<file path="config.mk">
export PLATFORM = sky130hd
export DESIGN_NAME = gbs_overlap
export DESIGN_NICKNAME = d
export VERILOG_FILES = /design/src/rtl/core/gbs_pkg.sv /design/src/rtl/core/gbs_overlap.sv
export SDC_FILE = /design/constraint.sdc
export NUM_CORES = 2
export LEC_CHECK = 0
export BUFFER_PORTS_ARGS = -buffer_cell sky130_fd_sc_hd__buf_2
export CAP_MARGIN = 40
export CORE_AREA = 3 3 350 352
export DETAILED_ROUTE_END_ITERATION = 7
export DIE_AREA = 0 0 353 355
export PLACE_DENSITY = 0.77
export SYNTH_ARGS = -nofsm -noshare
export SYNTH_HDL_FRONTEND = slang
export SYNTH_SLANG_ARGS = --single-unit
export TNS_END_PERCENT = 1
</file>
<file path="constraint.sdc">
create_clock -name clk -period 21.8 [get_ports clk]
set_input_delay 4.36 -clock clk [delete_from_list [all_inputs] [get_ports clk]]
set_output_delay 4.36 -clock clk [all_outputs]
set_load 0.02 [all_outputs]
</file>
<file path="src/rtl/core/gbs_pkg.sv">
// Shared constants, types and codes of the greedy box suppression core.
package gbs_pkg;

  localparam int MAX_KEPT_DEF   = 64;
  localparam int COORD_BITS_DEF = 16;
  localparam int FRAC_BITS      = 12;
  localparam int INDEX_W        = 16;
  localparam int COUNT_W        = 7;
  localparam int THR_W          = 17;
  localparam int CFG_IDX_W      = 2;
  localparam int CFG_DATA_W     = 17;
  localparam int PIPE_DEPTH     = 4;

  // Result word layout, lowest bit first.
  localparam int OUT_KEPT_BIT  = 0;
  localparam int OUT_INDEX_LSB = 1;
  localparam int OUT_COUNT_LSB = OUT_INDEX_LSB + INDEX_W;
  localparam int OUT_FULL_BIT  = OUT_COUNT_LSB + COUNT_W;
  localparam int M_W           = ((OUT_FULL_BIT + 1 + 7) / 8) * 8;

  localparam logic [THR_W-1:0] LIMIT_RST = THR_W'(29491);
  localparam logic [THR_W-1:0] ETA_RST   = THR_W'(65536);
  localparam logic [THR_W-1:0] HALF_Q16  = THR_W'(32768);
  localparam logic [THR_W-1:0] ONE_Q16   = THR_W'(65536);

  localparam logic [CFG_IDX_W-1:0] CFG_LIMIT      = CFG_IDX_W'(0);
  localparam logic [CFG_IDX_W-1:0] CFG_ETA        = CFG_IDX_W'(1);
  localparam logic [CFG_IDX_W-1:0] CFG_NORMALIZED = CFG_IDX_W'(2);

  localparam logic ACTION_CLEAR = 1'b0;
  localparam logic ACTION_BOX   = 1'b1;

  typedef enum logic [1:0] {
    ST_IDLE,
    ST_ROTATE,
    ST_DRAIN,
    ST_FINISH
  } state_t;

  // Control from the sequencer to the overlap pipeline.
  typedef struct packed {
    logic issue;       // head cell holds a live kept box this cycle
    logic restart;     // new candidate accepted, clear the verdict
    logic normalized;  // 1: area = w*h, 0: area = (w+1)*(h+1)
  } ovl_ctrl_t;

endpackage

</file>
<file path="src/rtl/core/gbs_overlap.sv">
// Pipelined overlap test of the candidate against one kept box per cycle.
module gbs_overlap #(
  parameter int COORD_BITS = gbs_pkg::COORD_BITS_DEF
) (
  input  logic                      clk,
  input  logic                      rst,
  input  gbs_pkg::ovl_ctrl_t        ctrl,
  input  logic [4*COORD_BITS-1:0]   cand,
  input  logic [4*COORD_BITS-1:0]   box,
  input  logic [gbs_pkg::THR_W-1:0] threshold,
  output logic                      fail
);
  import gbs_pkg::*;

  localparam int CB = COORD_BITS;
  localparam int EW = ((CB > FRAC_BITS) ? CB : FRAC_BITS) + 1;
  localparam int AW = 2 * EW;
  localparam int UW = AW + 1;
  localparam int LW = AW + 16;
  localparam int RW = UW + THR_W;
  localparam logic [EW-1:0] ONE_LEN = EW'(1) << FRAC_BITS;

  // Edge length with the pixel-mode extra unit; top bit flags a positive span.
  function automatic logic [EW:0] span(input logic [CB-1:0] lo, input logic [CB-1:0] hi,
                                       input logic norm);
    logic signed [CB:0] d;
    logic [EW-1:0]      len;
    d   = $signed({hi[CB-1], hi}) - $signed({lo[CB-1], lo});
    len = EW'(d[CB-1:0]) + (norm ? '0 : ONE_LEN);
    return {(!d[CB] && (d != '0)), len};
  endfunction

  function automatic logic [CB-1:0] smax(input logic [CB-1:0] a, input logic [CB-1:0] b);
    return ($signed(a) > $signed(b)) ? a : b;
  endfunction

  function automatic logic [CB-1:0] smin(input logic [CB-1:0] a, input logic [CB-1:0] b);
    return ($signed(a) < $signed(b)) ? a : b;
  endfunction

  logic [CB-1:0] c_x0, c_y0, c_x1, c_y1;
  logic [CB-1:0] b_x0, b_y0, b_x1, b_y1;
  logic [EW:0]   iw_s, ih_s, bw_s, bh_s, cw_s, ch_s;

  assign {c_y1, c_x1, c_y0, c_x0} = cand;
  assign {b_y1, b_x1, b_y0, b_x0} = box;

  assign iw_s = span(smax(c_x0, b_x0), smin(c_x1, b_x1), ctrl.normalized);
  assign ih_s = span(smax(c_y0, b_y0), smin(c_y1, b_y1), ctrl.normalized);
  assign bw_s = span(b_x0, b_x1, ctrl.normalized);
  assign bh_s = span(b_y0, b_y1, ctrl.normalized);
  assign cw_s = span(c_x0, c_x1, ctrl.normalized);
  assign ch_s = span(c_y0, c_y1, ctrl.normalized);

  // Candidate area: the candidate holds still for the whole item.
  logic [EW-1:0] c_w, c_h;
  logic          c_nz;
  logic [AW-1:0] c_area;

  always_ff @(posedge clk) begin
    c_w    <= cw_s[EW-1:0];
    c_h    <= ch_s[EW-1:0];
    c_nz   <= cw_s[EW] && ch_s[EW];
    c_area <= c_nz ? AW'(c_w) * AW'(c_h) : '0;
  end

  logic          v1, v2, v3, v4;
  logic [EW-1:0] i_w, i_h, b_w, b_h;
  logic          i_nz, b_nz;
  logic [AW-1:0] inter2, b_area, inter3;
  logic [UW-1:0] uni;
  logic [LW-1:0] lhs;
  logic [RW-1:0] rhs;
  logic          nz4;

  always_ff @(posedge clk) begin
    if (rst) begin
      v1 <= 1'b0;
      v2 <= 1'b0;
      v3 <= 1'b0;
      v4 <= 1'b0;
    end else begin
      v1 <= ctrl.issue;
      v2 <= v1;
      v3 <= v2;
      v4 <= v3;
    end
  end

  always_ff @(posedge clk) begin
    // intersection and kept box extents
    i_w  <= iw_s[EW-1:0];
    i_h  <= ih_s[EW-1:0];
    i_nz <= iw_s[EW] && ih_s[EW];
    b_w  <= bw_s[EW-1:0];
    b_h  <= bh_s[EW-1:0];
    b_nz <= bw_s[EW] && bh_s[EW];
    // areas
    inter2 <= i_nz ? AW'(i_w) * AW'(i_h) : '0;
    b_area <= b_nz ? AW'(b_w) * AW'(b_h) : '0;
    // union never goes negative: the intersection fits in either box
    uni    <= UW'(c_area) + UW'(b_area) - UW'(inter2);
    inter3 <= inter2;
    // inter * 2^16 against threshold * union
    lhs <= {inter3, 16'b0};
    rhs <= RW'(uni) * RW'(threshold);
    nz4 <= (inter3 != '0);
  end

  always_ff @(posedge clk) begin
    if (rst) begin
      fail <= 1'b0;
    end else if (ctrl.restart) begin
      fail <= 1'b0;
    end else if (v4 && nz4 && (RW'(lhs) > rhs)) begin
      fail <= 1'b1;
    end
  end

endmodule

</file>
---- After elaboration in Yosys (flattened, before gate mapping) ----
Index checks and enable logic that the tools add are counted.
operators by class
  add/subtract/negate cells ............... 14
  $mul .................................... 4
  $lt $le $gt $ge ......................... 5
  muxes and demuxes ....................... 5
  reductions and logical operators ........ 25
operator list
  cell                           count
  multiplier 17 x 17 -> 34 bit   3
  nonzero test 17 bit            6
  subtractor 16 x 16 -> 17 bit   6
  adder 16 x 17 -> 17 bit        5
  two-way mux 16 bit             4
  > comparator 50 x 52 -> 1 bit  1
  multiplier 35 x 17 -> 52 bit   1
  adder 34 x 34 -> 35 bit        1
  subtractor 35 x 34 -> 35 bit   1
  nonzero test 34 bit            1
  > comparator 16 bit            2
  < comparator 16 bit            2
  adder 16 x 13 -> 17 bit        1
  two-way mux 13 bit             1
  logical AND 1 bit              11
  zero test 1 bit                6
  OR reduction 2 bit             1
storage, ports and cells
  flip-flop bits (word level) ............. 368
  input bits .............................. 150
  output and inout bits ................... 1

---- Longest topological paths before layout ----
  word-level depth ........................ 6
  mapped depth ............................ 30

---- Worst setup path before layout ----
No wires, ideal clock.
  path kind ............................... input to register
  start point ............................. input threshold[8] (netlist bit)
  end point ............................... register rhs[49]
  library setup time ...................... 116 ps
  arrival ................................. 10394 ps
  required time ........................... 21684 ps
  path slack .............................. 11290 ps
  stages .................................. 23
  path buffers ............................ 2
  cell sequence ........................... clkbuf_1 > clkbuf_1 > nand2_1 > fa_1 > inv_1 > fa_1 > fa_1 > fa_1 > fa_1 > inv_1 > fa_1 > inv_1 > ha_1 > a21o_1 > a21o_1 > a21o_1 > a31o_2 > a31oi_1 > a21oi_1 > nor3_1 > o21ai_0 > or4b_1 > and4_1
between the ends
  cells in the longest elaborated chain, start to end .. 1
ends and longest elaborated chain
  item                          line                text
  start, declared               gbs_overlap.sv:10   input logic [gbs_pkg::THR_W-1:0] threshold,
  multiplier 35 x 17 -> 52 bit  gbs_overlap.sv:106  rhs <= RW'(uni) * RW'(threshold);
  end signal, assigned          gbs_overlap.sv:106
  end, declared                 gbs_overlap.sv:73   logic [RW-1:0] rhs;
Every way passes these cells.
A chain may end at the register's enable or synchronous reset.

---- Worst setup path after layout ----
Ends and elaborated chain as after synthesis.

==> summary.txt <==
Status
  – Outcome: finished, final reports clean

Final layout
  – Reg area: 0.00737 sq mm
  – Final #Nets: approximately 9,500
  – Layout area overhead: 6.01%
  – Multi-input logic area: between 0.05 and 0.06 sq mm
  – Filler cells: just over 10,000
  – Layout cells sized above 1: between 4 and 5%
  – Util after Layout: approximately 60%

Die
  – Die X: 353 um
  – Row cnt: between 100 and 150
  – Core ar.: between 0.1 and 0.15 sq mm
  – Die ar.: approximately 0.13 sq mm
  – Io pins: roughly 150
  – DIE HEIGHT: 355 um
  – Initial Utilization: 55.0%

Hold path
  – Worst Hold Class: flop to flop

Route
  – Vias: 50,900
  – WL final: around 180,000 um
  – Avg WL per Cell: 19.2 um
  – DR iter-0 viols: 3,273
  – Vias per inst: approximately 5.6
  – First-pass DRT Iterations: 6
  – DRC Markers: 0
  – Antenna Violating Nets Remaining: 0

STA
  – Final setup viols: 0
  – Worst-margin pin slew: ~1000 ps
  – Final period util: 49.3%
  – Slew headroom: 30.9%
  – Fin. max-slew vios: 0
  – Setup tns final: 0 ps
  – Min Tclk post-route: 10,750 ps
  – Hold Vio Cnt, Final: 0
  – Peak Freq: 93.0 MHz
  – Fin Hold WS: 336 ps
  – Clk_skew: 38.5 ps
  – Setup repair after global routing missed its margin: false

Place
  – Routability cong.: about 0.96
  – DP HPWL: around 140,000 um
  – Port-buffer cells: 150

Critical path
  – CP Capture Type: flop
  – Critical path class: input port to flop
  – Register-to-register setup slack: roughly 14,000 ps
  – Arrival time worst endpoint: approximately 11,000 ps
  – R2R cell count: 23
  – CP Launch Point: threshold[8]
  – Critical path fanouts, max: 35
  – R2R Path Start: c_h[2]
  – Critical Path Sink: rhs[49]
  – Worst R2R End: c_area[33]
  – CP required: about 22,000 ps
  – Critical Path Source Type: input port

Synth
  – Top post-synthesis cells by area: fa_1 (37%), ha_1 (13%), dfxtp_1 (11%)
  – Top FF cell, synth: dfxtp_1
  – Seq/Total Area, Yosys: between 10% and 20%
  – Mapped Cells: about 7,500
  – Post-synth EDFFs: 0
  – Synth Net Count: 9,556
  – Number of synthesized register bits: around 370
  – Asr flop ratio synth: 0%
  – Synth unique cells: 82
  – Avg Inst Size Synth: around 8.8 sq um
  – Area of the mapped netlist: between 0.06 and 0.07 sq mm
  – Synth Warn #: 0
  – Synth top area share: 36.7%
  – Dominant cell type by area after synthesis: fa_1

Clock network
  – Setup Buffers After CTS: 0
  – CTS tree: done
  – H-tree depth: 2
  – Post-cts sizing count: 0
  – Root buffer cell: clkbuf_16
  – Clock latency on the worst-skew pair: roughly 600 ps
  – CTS max path bufs: 3
  – Inserted Clock Buffers: 42
  – Worst-path clk slew: around 60 ps
  – CTS sink cnt: roughly 370
  – Hold-fix buffers, CTS: 0

GRT
  – GRT overflow: 0
  – Initial antenna violation count: 1
  – Overall Global Routing Usage: 28.6%
  – Vias in the first global route: about 55,000
  – First-pass GRT wire length: between 200,000 and 300,000 um
  – Largest net degree at the start of global routing: 36

Run
  – Maxcap violations: 0
==> critical path, stage by stage <==
cell	delay [ps]
buf_2	700
nand2_1	190
fa_1	580
inv_1	50
fa_1	480
fa_1	560
fa_1	430
fa_1	490
inv_1	50
fa_1	520
inv_1	60
ha_1	340
a21o_1	200
a21o_1	180
a21o_1	180
a31o_2	260
a31oi_1	220
a21oi_1	110
nor3_1	320
o21ai_0	240
or4b_1	510
and4_1	180
==> worst min path at each step <==
stage                     startpoint    endpoint  slack, ps  cells past startpoint
after global routing      inter3[14]     lhs[30]        330                      0
final                     inter3[14]     lhs[30]        340                      0
after global placement    inter3[14]     lhs[30]        340                      0
after CTS                 inter3[14]     lhs[30]        330                      0
after floorplan           inter2[33]  inter3[33]        330                      0
after detailed placement  inter3[14]     lhs[30]        340                      0
==> cell usage after synthesis, drive strengths merged (32+ instances only) <==
cell,n
inv,1741
fa,1206
nand2,1085
ha,689
and2,544
dfxtp,368
clkbuf,280
a21oi,202
nor2,169
a21o,157
xnor2,147
o21ai,120
xor2,71
nor3,66
nand3,60
nor2b,53
o21a,47
and3,39
mux2i,39
nand4,39
nand2b,32
o21bai,32
==> flip-flops by register name, summed over array words and instances, names as in the netlist <==
signal / cells
i_w: 17
lhs: 34
c_h: 17
v1: 1
b_h: 17
inter3: 34
v2: 1
i_nz: 1
c_nz: 1
b_area: 34
b_w: 17
uni: 35
fail: 1
c_w: 17
nz4: 1
i_h: 17
b_nz: 1
v3: 1
c_area: 34
inter2: 34
rhs: 52
v4: 1
==> placed cells by master (no fill, tap or decap), drive strengths merged, types with 16 or more instances in the layout <==
cell / netlist / layout
mux2: 31 / 31
nor4: 17 / 17
nand4: 39 / 39
o21a: 47 / 47
nor2b: 53 / 53
buf: 3 / 209
xor2: 71 / 71
o21ai: 120 / 120
o31ai: 16 / 16
xnor2: 147 / 147
nor3: 66 / 66
a21o: 157 / 157
ha: 689 / 689
nor2: 169 / 169
fa: 1206 / 1206
nand2: 1085 / 1085
or3: 19 / 19
inv: 1741 / 1748
and2: 544 / 544
a31oi: 25 / 25
dfxtp: 368 / 368
a21oi: 202 / 202
o211ai: 21 / 21
clkbuf: 280 / 47
o21bai: 32 / 32
nand3: 60 / 60
and3: 39 / 39
a211oi: 24 / 24
mux2i: 39 / 39
nand2b: 32 / 32
==> area by class of cell <==
cell class	instances	share of cell area (%)
repair buffers	209	2.15
well taps	1612	2.89
clock inverters	27	0.538
clock buffers	47	1.58
flip-flops and latches	368	10.6
multi-input cells	5118	72.9
diodes	3	0.0108
inverters	1742	9.37
==> cells by family (layout without fill, tap and decap cells) <==
group | after synthesis | after routing | share of synthesized area [%]
adder cells (fa/ha/maj) | 1895 | 1895 | 49.8
XOR/XNOR | 218 | 218 | 2.90
multiplexers | 70 | 70 | 1.12
other | 0 | 3 | 0
AND/OR/NAND/NOR | 2184 | 2184 | 15.9
flip-flops | 368 | 368 | 11.2
AO/OA/AOI/OAI | 751 | 751 | 7.54
buffers and inverters | 2025 | 2025 | 11.6
==> metrics by stage <==
step                      instances  cell area (sq um)  setup slack [ps]
after floorplan                7511              65800             11290
after global placement         9024              67800             10630
after detailed placement       9047              68300             10630
after CTS                      9121              69700             11160
after global routing           9123              69800             10870
final                          9126              69800             11050
==> routing by layer <==
layer / wire, um / up-vias / global-route usage (%)
met1: 67000 / 25100 / 34.8
met3: 14900 / 631 / 5.66
met2: 82200 / 2455 / 47.9
li1: - / 22700 / -
met5: 0 / - / 0
met4: 11200 / 0 / 15.6
Power is not shown: default switching activity piles up to over one toggle a cycle in this logic, so the estimate is an artifact.
