$ cat config.mk
export PLATFORM = sky130hd
export DESIGN_NAME = gbs_cell
export DESIGN_NICKNAME = d
export VERILOG_FILES = /design/src/rtl/core/gbs_pkg.sv /design/src/rtl/core/gbs_cell.sv
export SDC_FILE = /design/constraint.sdc
export NUM_CORES = 1
export LEC_CHECK = 0
export ABC_AREA = 1
export BUFFER_PORTS_ARGS = -buffer_cell sky130_fd_sc_hd__buf_2
export CORE_ASPECT_RATIO = 1.75
export CORE_MARGIN = 10
export CORE_UTILIZATION = 44
export DETAILED_ROUTE_END_ITERATION = 10
export GPL_TIMING_DRIVEN = 0
export PLACE_DENSITY = 0.82
export SYNTH_ARGS = -nofsm -noshare
export SYNTH_HDL_FRONTEND = slang
export SYNTH_SLANG_ARGS = --single-unit
$ cat constraint.sdc
create_clock -name clk -period 4.3 [get_ports clk]
set_input_delay 0.86 -clock clk [delete_from_list [all_inputs] [get_ports clk]]
set_output_delay 0.86 -clock clk [all_outputs]
set_load 0.005 [all_outputs]
$ cat src/rtl/core/gbs_pkg.sv
// Shared constants, types and codes of the greedy box suppression core.
package gbs_pkg;

  localparam int MAX_KEPT_DEF   = 64;
  localparam int COORD_BITS_DEF = 16;
  localparam int FRAC_BITS      = 12;
  localparam int INDEX_W        = 16;
  localparam int COUNT_W        = 7;
  localparam int THR_W          = 17;
  localparam int CFG_IDX_W      = 2;
  localparam int CFG_DATA_W     = 17;
  localparam int PIPE_DEPTH     = 4;

  // Result word layout, lowest bit first.
  localparam int OUT_KEPT_BIT  = 0;
  localparam int OUT_INDEX_LSB = 1;
  localparam int OUT_COUNT_LSB = OUT_INDEX_LSB + INDEX_W;
  localparam int OUT_FULL_BIT  = OUT_COUNT_LSB + COUNT_W;
  localparam int M_W           = ((OUT_FULL_BIT + 1 + 7) / 8) * 8;

  localparam logic [THR_W-1:0] LIMIT_RST = THR_W'(29491);
  localparam logic [THR_W-1:0] ETA_RST   = THR_W'(65536);
  localparam logic [THR_W-1:0] HALF_Q16  = THR_W'(32768);
  localparam logic [THR_W-1:0] ONE_Q16   = THR_W'(65536);

  localparam logic [CFG_IDX_W-1:0] CFG_LIMIT      = CFG_IDX_W'(0);
  localparam logic [CFG_IDX_W-1:0] CFG_ETA        = CFG_IDX_W'(1);
  localparam logic [CFG_IDX_W-1:0] CFG_NORMALIZED = CFG_IDX_W'(2);

  localparam logic ACTION_CLEAR = 1'b0;
  localparam logic ACTION_BOX   = 1'b1;

  typedef enum logic [1:0] {
    ST_IDLE,
    ST_ROTATE,
    ST_DRAIN,
    ST_FINISH
  } state_t;

  // Control from the sequencer to the overlap pipeline.
  typedef struct packed {
    logic issue;       // head cell holds a live kept box this cycle
    logic restart;     // new candidate accepted, clear the verdict
    logic normalized;  // 1: area = w*h, 0: area = (w+1)*(h+1)
  } ovl_ctrl_t;

endpackage

$ cat src/rtl/core/gbs_cell.sv
// One storage cell of the kept-box ring: loads a new box or takes its neighbor's.
module gbs_cell #(
  parameter int WIDTH = 4 * gbs_pkg::COORD_BITS_DEF
) (
  input  logic             clk,
  input  logic             shift,
  input  logic             load,
  input  logic [WIDTH-1:0] load_data,
  input  logic [WIDTH-1:0] next_data,
  output logic [WIDTH-1:0] data
);
  import gbs_pkg::*;

  always_ff @(posedge clk) begin
    if (load) begin
      data <= load_data;
    end else if (shift) begin
      data <= next_data;
    end
  end

endmodule

Yosys cells after proc, flatten, opt, wreduce, memory -nomap -nowiden

Index checks and enable logic that the tools add are counted.

Multiplexer cells: 2
Reduce and logical (&&, ||, !) cells: 1

Operators by type and width:

| kind               | number |
|---|---|
| 64-bit 2-to-1 mux  | 2 |
| 2-bit nonzero test | 1 |

Register bits: 64
Logic and storage cells: 4
Input bits: 131

Logic depth before layout (Yosys ltp)

Gate-level depths: netlist of the first run.

Depth after elaboration: 2
Mapped depth: 4
Depth with buffers taken out: 3

Worst setup path before layout of the first run

Ideal clock, no wire load.

Path kind: input-to-reg
From: input load
To: register data[0] (enable)
Stages on the path: 2
Setup slack: 2.079 ns
Path buffers: 1
Setup time: 0.394 ns
Arrival: 1.827 ns
Cells stage by stage: buf_6 > or2_2

Cells in the longest elaborated chain, start to end: 1

Ends and longest elaborated chain:

| item                                | RTL line       | source |
|---|---|---|
| from (decl)                         | gbs_cell.sv:7  | `input logic load,` |
| 2-bit nonzero test (no source line) | n/a            |  |
| to (signal assigned)                | gbs_cell.sv:16 | `data <= load_data;` |
| to (signal assigned)                | gbs_cell.sv:18 | `data <= next_data;` |
| to (decl)                           | gbs_cell.sv:10 | `output logic [WIDTH-1:0] data` |

No other way between the ends.
A chain may end at the register's enable or synchronous reset.

Worst setup path in the final report of the first run

From: input load
To: register data[27] (enable)

Same word-level chain as after synthesis.

==> metrics, run 1 <==
status complete, no violations; CTS root buf clkbuf_8; share of flip-flops with an asynchronous set or reset 0; biggest regs data: 64 flops; initial core utilization 0.449; endpoints failing setup 0; CTS Sinks 64; setup tns final 0 ns; Mapped Area between 2000 and 3000 µm²; postcts setup bufs 0; Post-Syn Nets roughly 400; layout cells sized above 1 0.459; Inserted Clock Buffers 9; Tcrit/Tclk final 0.471; routed wl met2 4660 µm; Startpoint Class input pin; core area 6130 µm²; WL final roughly 9000 µm; die span in y around 120 µm; die area around 10000 µm²; Core Util, Final 0.656; routed vias/inst 4.44; Pre-Repair DR Iteration Count 4; Critical Path Fanout Max 36; Setup crit end kind flop; DP HPWL ~7200 µm; GPL Wtd Cong a little under 0.8; simple-gate share of the synthesized area 0.264; Worst Tran Pin Value 0.715 ns; fraction of synthesized area in multiplexers 0; most frequent cell after synthesis nand2_1; routed length on met3 approximately 900 µm; critical path data required time ~4.3 ns; Yosys reg bits 64; Synth area leaders edfxtp_1, nand2_1, buf_6; unrepaired setup endpoints after global routing no; CTS max path bufs 2; clk slew on worst S/H paths ~0.070 ns; Syn Inst Count 271; Synth top cells by count nand2_1, edfxtp_1, buf_2; Max IR drop VDD ~0.00022 V; die width between 70 and 80 µm; HP Class in -> reg; DRC violations left 0; Post-synth EDFFs 64; max layer used met4; Critical Path AT around 2.1 ns; max FFs per register between 60 and 70; hold_buf cts 0; crit path kind in -> reg; CTS tree done; Synth area leader edfxtp_1; share of the synthesized area in the top cell type 0.698; FP Rows 38; vias in the first global route roughly 2.6k; post-CTS sizing 0; most flop-heavy register data; Distinct cells, synth 6; I/O pins 195; Layout area overhead 46.0%; Max Cap Violations 0; IO buf count slightly below 200; global route overflow 0; first-pass GRT wire length about 13000 µm; H-tree depth 3; Slew headroom 0.523; Tot GR Track Use 0.172; largest net degree at the start of global routing 37; fin. max-slew vios 0; n_diodes 0; xor/xnor share of the synthesized area 0; most common flop cell mapped by yosys edfxtp_1; antenna viol nets, final 0; Initial DRC Count 147; leak pwr approximately 2.2 nW; Max Clk Rate between 400 and 500 MHz; final-report hold violation count 0; yosys warns 0; M1 WL about 3000 µm; Avg Cell Area, Syn between 10 and 15 µm²; Synth Area in Compound Gates 0; detail-routed net length per standard cell between 15 and 20 µm; initial antenna violation count 0; register area share after synthesis 0.698; DR vias 2495; largest family of logic cells by synthesized area simple AND/OR/NAND/NOR gates; min Tclk post-route just over 2 ns; Power Density about 370 nW/µm²; area share of fa/ha/maj cells after synthesis 0; fin nets approximately 600
## per-stage QoR
step	instances	instance area, µm²	setup WS [ns]	power (mW)	hold WS, ns
3_5_place_dp	546	3850	1.91	1.03	1.13
4_1_cts	562	4020	2.25	1.50	0.775
5_1_grt	562	4020	2.20	1.56	0.771
6_report	562	4020	2.27	1.49	0.783
2_1_floorplan	271	2760	2.08	0.876	1.04
3_3_place_gp	545	3830	1.61	1.02	1.12
## critical path, stage by stage
cell and delay, ns:
buf_2 0.12, buf_6 0.16, or2_2 0.60, buf_12 0.31
## power by group
part / internal [mW] / switching, mW
combinational: 0.114 / 0.114
sequential: 0.766 / 0.0159
clock: 0.259 / 0.217
## area by class of cell
class	count	area [µm²]
inverter	1	3.75
clock inverter	6	50.0
sequential	64	1920
tap	80	100
buffer	13	103
multi-input combinational	193	727
fill	494	2110
timing repair buffer	195	991
clock buffer	10	128
## cell families (layout without fill, tap and decap cells)
| group | after synthesis | count (layout) |
|---|---|---|
| buffers and inverters | 14 | 225 |
| flip-flops | 64 | 64 |
| AND/OR/NAND/NOR | 193 | 193 |
## cell usage in the layout (no fill, tap or decap), drive strengths merged
master / count
buf: 208
bufinv: 1
clkbuf: 10
nand2: 192
inv: 1
edfxtp: 64
or2: 1
clkinv: 5
## worst paths after layout
kind	from	to	slack, ns	cells after the start
hold / removal	next_data[20]	data[20]$_DFFE_PP_	0.78	3
setup / recovery	load	data[27]$_DFFE_PP_	2.27	4
## routing by layer
layer,GRT usage,vias up
met5,0,-
met2,0.307,111
met4,0.0740,0
li1,-,1282
met3,0.0903,15
met1,0.152,1087
No activity file was read; power rests on OpenSTA's default activity.
==> run 2, diff against run 1 <==
--- a/config.mk
+++ b/config.mk
@@ -9,10 +9,10 @@
 export BUFFER_PORTS_ARGS = -buffer_cell sky130_fd_sc_hd__buf_2
 export CORE_ASPECT_RATIO = 1.75
 export CORE_MARGIN = 10
-export CORE_UTILIZATION = 44
+export CORE_UTILIZATION = 41
 export DETAILED_ROUTE_END_ITERATION = 10
 export GPL_TIMING_DRIVEN = 0
-export PLACE_DENSITY = 0.82
+export PLACE_DENSITY = 0.77
 export SYNTH_ARGS = -nofsm -noshare
 export SYNTH_HDL_FRONTEND = slang
 export SYNTH_SLANG_ARGS = --single-unit
==> constraint.sdc (replaced) <==
create_clock -name clk -period 2.1 [get_ports clk]
set_input_delay 0.42 -clock clk [delete_from_list [all_inputs] [get_ports clk]]
set_output_delay 0.42 -clock clk [all_outputs]
set_load 0.005 [all_outputs]
==> metrics, run 2 (synthesis gave the netlist of run 1 again) <==
status complete, no violations; DP HPWL 7120 µm (-0.81%); CTS root buf clkbuf_16; DRC violations left 0 (unchanged); Max Cap Violations 0 (unchanged); Pre-Repair DR Iteration Count 5 (+1); clk slew on worst S/H paths 0.05 ns (-0.02 ns); Slew headroom 0.409 (-0.115); biggest regs data: 64 flops; Critical Path Fanout Max 64 (+78%); endpoints failing setup 0 (unchanged); switch share 0.225 (-0.00891); die span in y 128 µm (+3.0%); Multi-input gate area 729 µm² (+0.34%); fin nets 607 (-0.16%); most flop-heavy register data; P_sw 0.746 mW (+110%); Combinational Power Share 0.141 (-0.013); antenna viol nets, final 0 (unchanged); DR vias 2547 (+2.1%); Worst Tran Pin Value 0.887 ns (+0.172 ns); largest net degree at the start of global routing 65 (+76%); Setup crit end kind flop; vias in the first global route 2612 (+1.6%); die area 10500 µm² (+5.8%); final worst slack 0.592 ns (-1.68 ns); Reg area 1920 µm² (unchanged); final-report hold violation count 0 (unchanged); Max IR drop VDD 0.000523 V (+130%); Layout area overhead 47.9%; Tot GR Track Use 0.164 (-0.00775); hold_buf cts 0 (unchanged); n_diodes 0 (unchanged); Critical Path AT 1.45 ns (-0.60 ns); setup tns final 0 ns (unchanged); worst hold slack 0.363 ns (-0.421 ns); initial core utilization 0.421 (-0.0278); CTS max path bufs 2 (unchanged); Tcrit/Tclk final 0.718; max FFs per register 64 (unchanged); min Tclk post-route 1.51 ns; GPL Wtd Cong 0.811 (+3.5%); die width 82.0 µm (+2.7%); initial antenna violation count 0 (unchanged); critical path data required time 2.04 ns (-2.28 ns); most frequent cells in the layout buf_2, nand2_1, edfxtp_1; post-CTS sizing 0 (unchanged); CTS tree done; unrepaired setup endpoints after global routing no; HP Class in -> reg; postcts setup bufs 0 (unchanged); fin cells 561 (-0.18%); I/O pins 195 (unchanged); first-pass GRT wire length 13000 µm (+0.32%); Post-Place Cells 547 (+0.18%); internal power 2.57 mW (+130%); Clk network pwr share 0.376 (+0.056); FP Rows 39 (+2.6%); core area 6540 µm² (+6.6%); IO buf count 194 (unchanged); Inserted Clock Buffers 9 (unchanged); leak pwr 2.18 nW (+0.86%); CTS Sinks 64 (unchanged); sequential share of power 0.483 (-0.043); crit path kind in -> reg; routed vias/inst 4.54 (+2.3%); global route overflow 0 (unchanged); Power Density 815 nW/µm² (+120%); Startpoint Class input pin; Max Clk Rate approximately 660 MHz; layout cells sized above 1 0.455 (-0.00339); Initial DRC Count 119 (-19%); # fillers 562 (+14%); WL final 8920 µm (+1.9%); commonest non-fill, non-tap cell in the layout buf_2; fin. max-slew vios 0 (unchanged); Placement Setup Slack -0.194 ns (-2.10 ns); H-tree depth 3 (unchanged); detail-routed net length per standard cell 15.9 µm (+2.1%)
## run 2: cell count changes in the layout (fill, tap and decap cells not counted), sizes merged
cell,previous run,this run
clkbuf,10,11
buf,208,207
clkinv,5,3
bufinv,1,0
## run 2: area by class of cell
cell class,instances,share of cell area
Sequential cell,64,0.472
Timing Repair Buffer,194,0.238
Multi-Input combinational cell,193,0.179
Clock buffer,11,0.0571
Buffer,13,0.0252
Tap cell,82,0.0252
Clock inverter,3,0.00276
Inverter,1,0.000921
## run 2: critical path, cell delays in order
cell and delay (ns):
buf_2 0.11, buf_6 0.16, or2_4 0.71
## run 2: final timing paths
kind,start,endpoint,slack [ns],depth (start not counted)
max,load,data[0]$_DFFE_PP_,0.59,3
min,next_data[63],data[63]$_DFFE_PP_,0.36,3
## run 2: through the flow
| step | total power, mW | util | area (µm²) |
|---|---|---|---|
| after global placement | 2.09 | 0.586 | 3830 |
| after global routing | 3.45 | 0.623 | 4080 |
| after detailed placement | 2.11 | 0.586 | 3830 |
| after CTS | 3.36 | 0.623 | 4070 |
| after floorplan | 1.79 | - | 2760 |
| final | 3.32 | 0.623 | 4080 |
## run 2: layer usage
| metal | up-vias | GRT usage | wire (µm) |
|---|---|---|---|
| li1 | 1281 | - | - |
| met1 | 1120 | 0.154 | 2920 |
| met2 | 126 | 0.285 | 4850 |
| met3 | 20 | 0.0621 | 843 |
| met4 | 0 | 0.106 | 297 |
| met5 | - | 0 | 0 |
## run 2: power groups by stage
stage | registers [mW] | logic, mW | clock network, mW
4_1_cts | 1.61 | 0.477 | 1.27
3_5_place_dp | 1.63 | 0.475 | 0
5_1_grt | 1.62 | 0.523 | 1.31
2_1_floorplan | 1.65 | 0.141 | 0
6_report | 1.60 | 0.467 | 1.25
3_3_place_gp | 1.62 | 0.463 | 0
==> run 3, diff against run 2 <==
==> constraint.sdc (replaced) <==
create_clock -name clk -period 1.4 [get_ports clk]
set_input_delay 0.28 -clock clk [delete_from_list [all_inputs] [get_ports clk]]
set_output_delay 0.28 -clock clk [all_outputs]
set_load 0.005 [all_outputs]
==> metrics, run 3 (synthesis gave the netlist of run 1 again) <==
status complete, no violations; GPL Wtd Cong 0.808 (-0.33%); Initial DRC Count 144 (+21%); die area 10500 µm² (unchanged); most flop-heavy register data; Multi-input gate area 736 µm² (+0.86%); Core Util, Final 0.624 (+0.00115); Design Area, Final 4080 µm² (+0.18%); max FFs per register 64 (unchanged); min Tclk post-route around 1.2 ns; Critical Path AT 1.19 ns (-0.26 ns); post-CTS sizing 0 (unchanged); vias in the first global route 2537 (-2.9%); Tcrit/Tclk final 0.887; DR vias 2532 (-0.59%); most frequent cells in the layout buf_2, nand2_1, edfxtp_1; Max Clk Rate between 800 and 900 MHz; DP HPWL 7120 µm (about the same); routed vias/inst 4.51 (-0.77%); Worst Tran Pin Value 0.732 ns (-0.155 ns); endpoints failing setup 0 (unchanged); IO buf count 194 (unchanged); CTS Sinks 64 (unchanged); layout cells sized above 1 0.458 (+0.00322); antenna viol nets, final 0 (unchanged); first-pass GRT wire length 12900 µm (-0.95%); final-report hold violation count 0 (unchanged); CTS tree done; Startpoint Class input pin; crit path from load; H-tree depth 3 (unchanged); total power 4.98 mW (+50%); Slew headroom 0.512 (+0.103); n_diodes 0 (unchanged); leak pwr 2.19 nW (+0.20%); Max IR drop VDD 0.000822 V (+57%); CTS root buf clkbuf_16; initial antenna violation count 0 (unchanged); fin. max-slew vios 0 (unchanged); Power Density 1220 nW/µm² (+50%); detail-routed net length per standard cell 15.8 µm (-0.38%); HP Class in -> reg; largest net degree at the start of global routing 65 (unchanged); DRC violations left 0 (unchanged); Setup crit end kind flop; initial core utilization 0.421 (unchanged); FP Rows 39 (unchanged); fin nets 608 (+0.16%); die span in y 128 µm (unchanged); Placed Area 3830 µm² (about the same); global route overflow 0 (unchanged); Pre-Repair DR Iteration Count 4 (-1); unrepaired setup endpoints after global routing no; biggest regs data: 64 flops; CP endpoint data[25]$_DFFE_PP_; Reg area 1920 µm² (unchanged); setup tns final 0 ns (unchanged); Layout area overhead 48.2%; clk slew on worst S/H paths 0.05 ns (about the same); Max Cap Violations 0 (unchanged); Inserted Clock Buffers 9 (unchanged); WL final 8900 µm (-0.20%); commonest non-fill, non-tap cell in the layout buf_2; Critical Path Fanout Max 32 (-50%); critical path data required time 1.35 ns (-0.69 ns); die width 82.0 µm (unchanged); postcts setup bufs 0 (unchanged); CTS max path bufs 2 (unchanged); crit path kind in -> reg; # fillers 590 (+5.0%); I/O pins 195 (unchanged); core area 6540 µm² (unchanged); Tot GR Track Use 0.164 (-0.000284)
[run 3: worst min-delay path by stage]
stage / start / to / depth (start not counted)
floorplan: next_data[0] / data[0]$_DFFE_PP_ / 2
global placement: next_data[0] / data[0]$_DFFE_PP_ / 3
detailed placement: next_data[9] / data[9]$_DFFE_PP_ / 3
CTS: next_data[60] / data[60]$_DFFE_PP_ / 3
global route: next_data[60] / data[60]$_DFFE_PP_ / 3
finish: next_data[2] / data[2]$_DFFE_PP_ / 3
[run 3: report_power, final]
part           internal, mW  total [mW]  switching [mW]
logic                 0.347       0.708           0.361
clock network          1.17        1.87           0.707
registers              2.36        2.40          0.0437
total                  3.87        4.98            1.11
[run 3: worst max-delay path: stages]
cell and delay, ns:
buf_2 0.12, buf_6 0.17, or2_2 0.62
[run 3: layout make-up]
class	instances	share of cell area
Clock inverter	2	0.00215
Timing Repair Buffer	194	0.238
Sequential cell	64	0.471
Inverter	1	0.000919
Buffer	13	0.0251
Multi-Input combinational cell	194	0.180
Tap cell	82	0.0251
Clock buffer	12	0.0579
[run 3: repair_timing]
action	CTS	global route
hold buffers	0	0
endpoints found under the setup margin	0	64
endpoints found under the hold margin	0	0
[run 3: stage by stage]
stage	setup slack (ns)	std cells	hold WS, ns
after floorplan	0.0723	271	0.459
after global placement	-0.282	547	0.543
after detailed placement	-0.315	547	0.547
after CTS	0.0286	561	0.209
after global routing	0.0863	562	0.219
final	0.159	562	0.218
[run 3: layer usage]
layer	global-route usage	vias up	share of wire
met5	0	-	0
met4	0.0795	0	0.025
met2	0.288	123	0.54
li1	-	1282	-
met3	0.0711	16	0.11
met1	0.155	1111	0.32
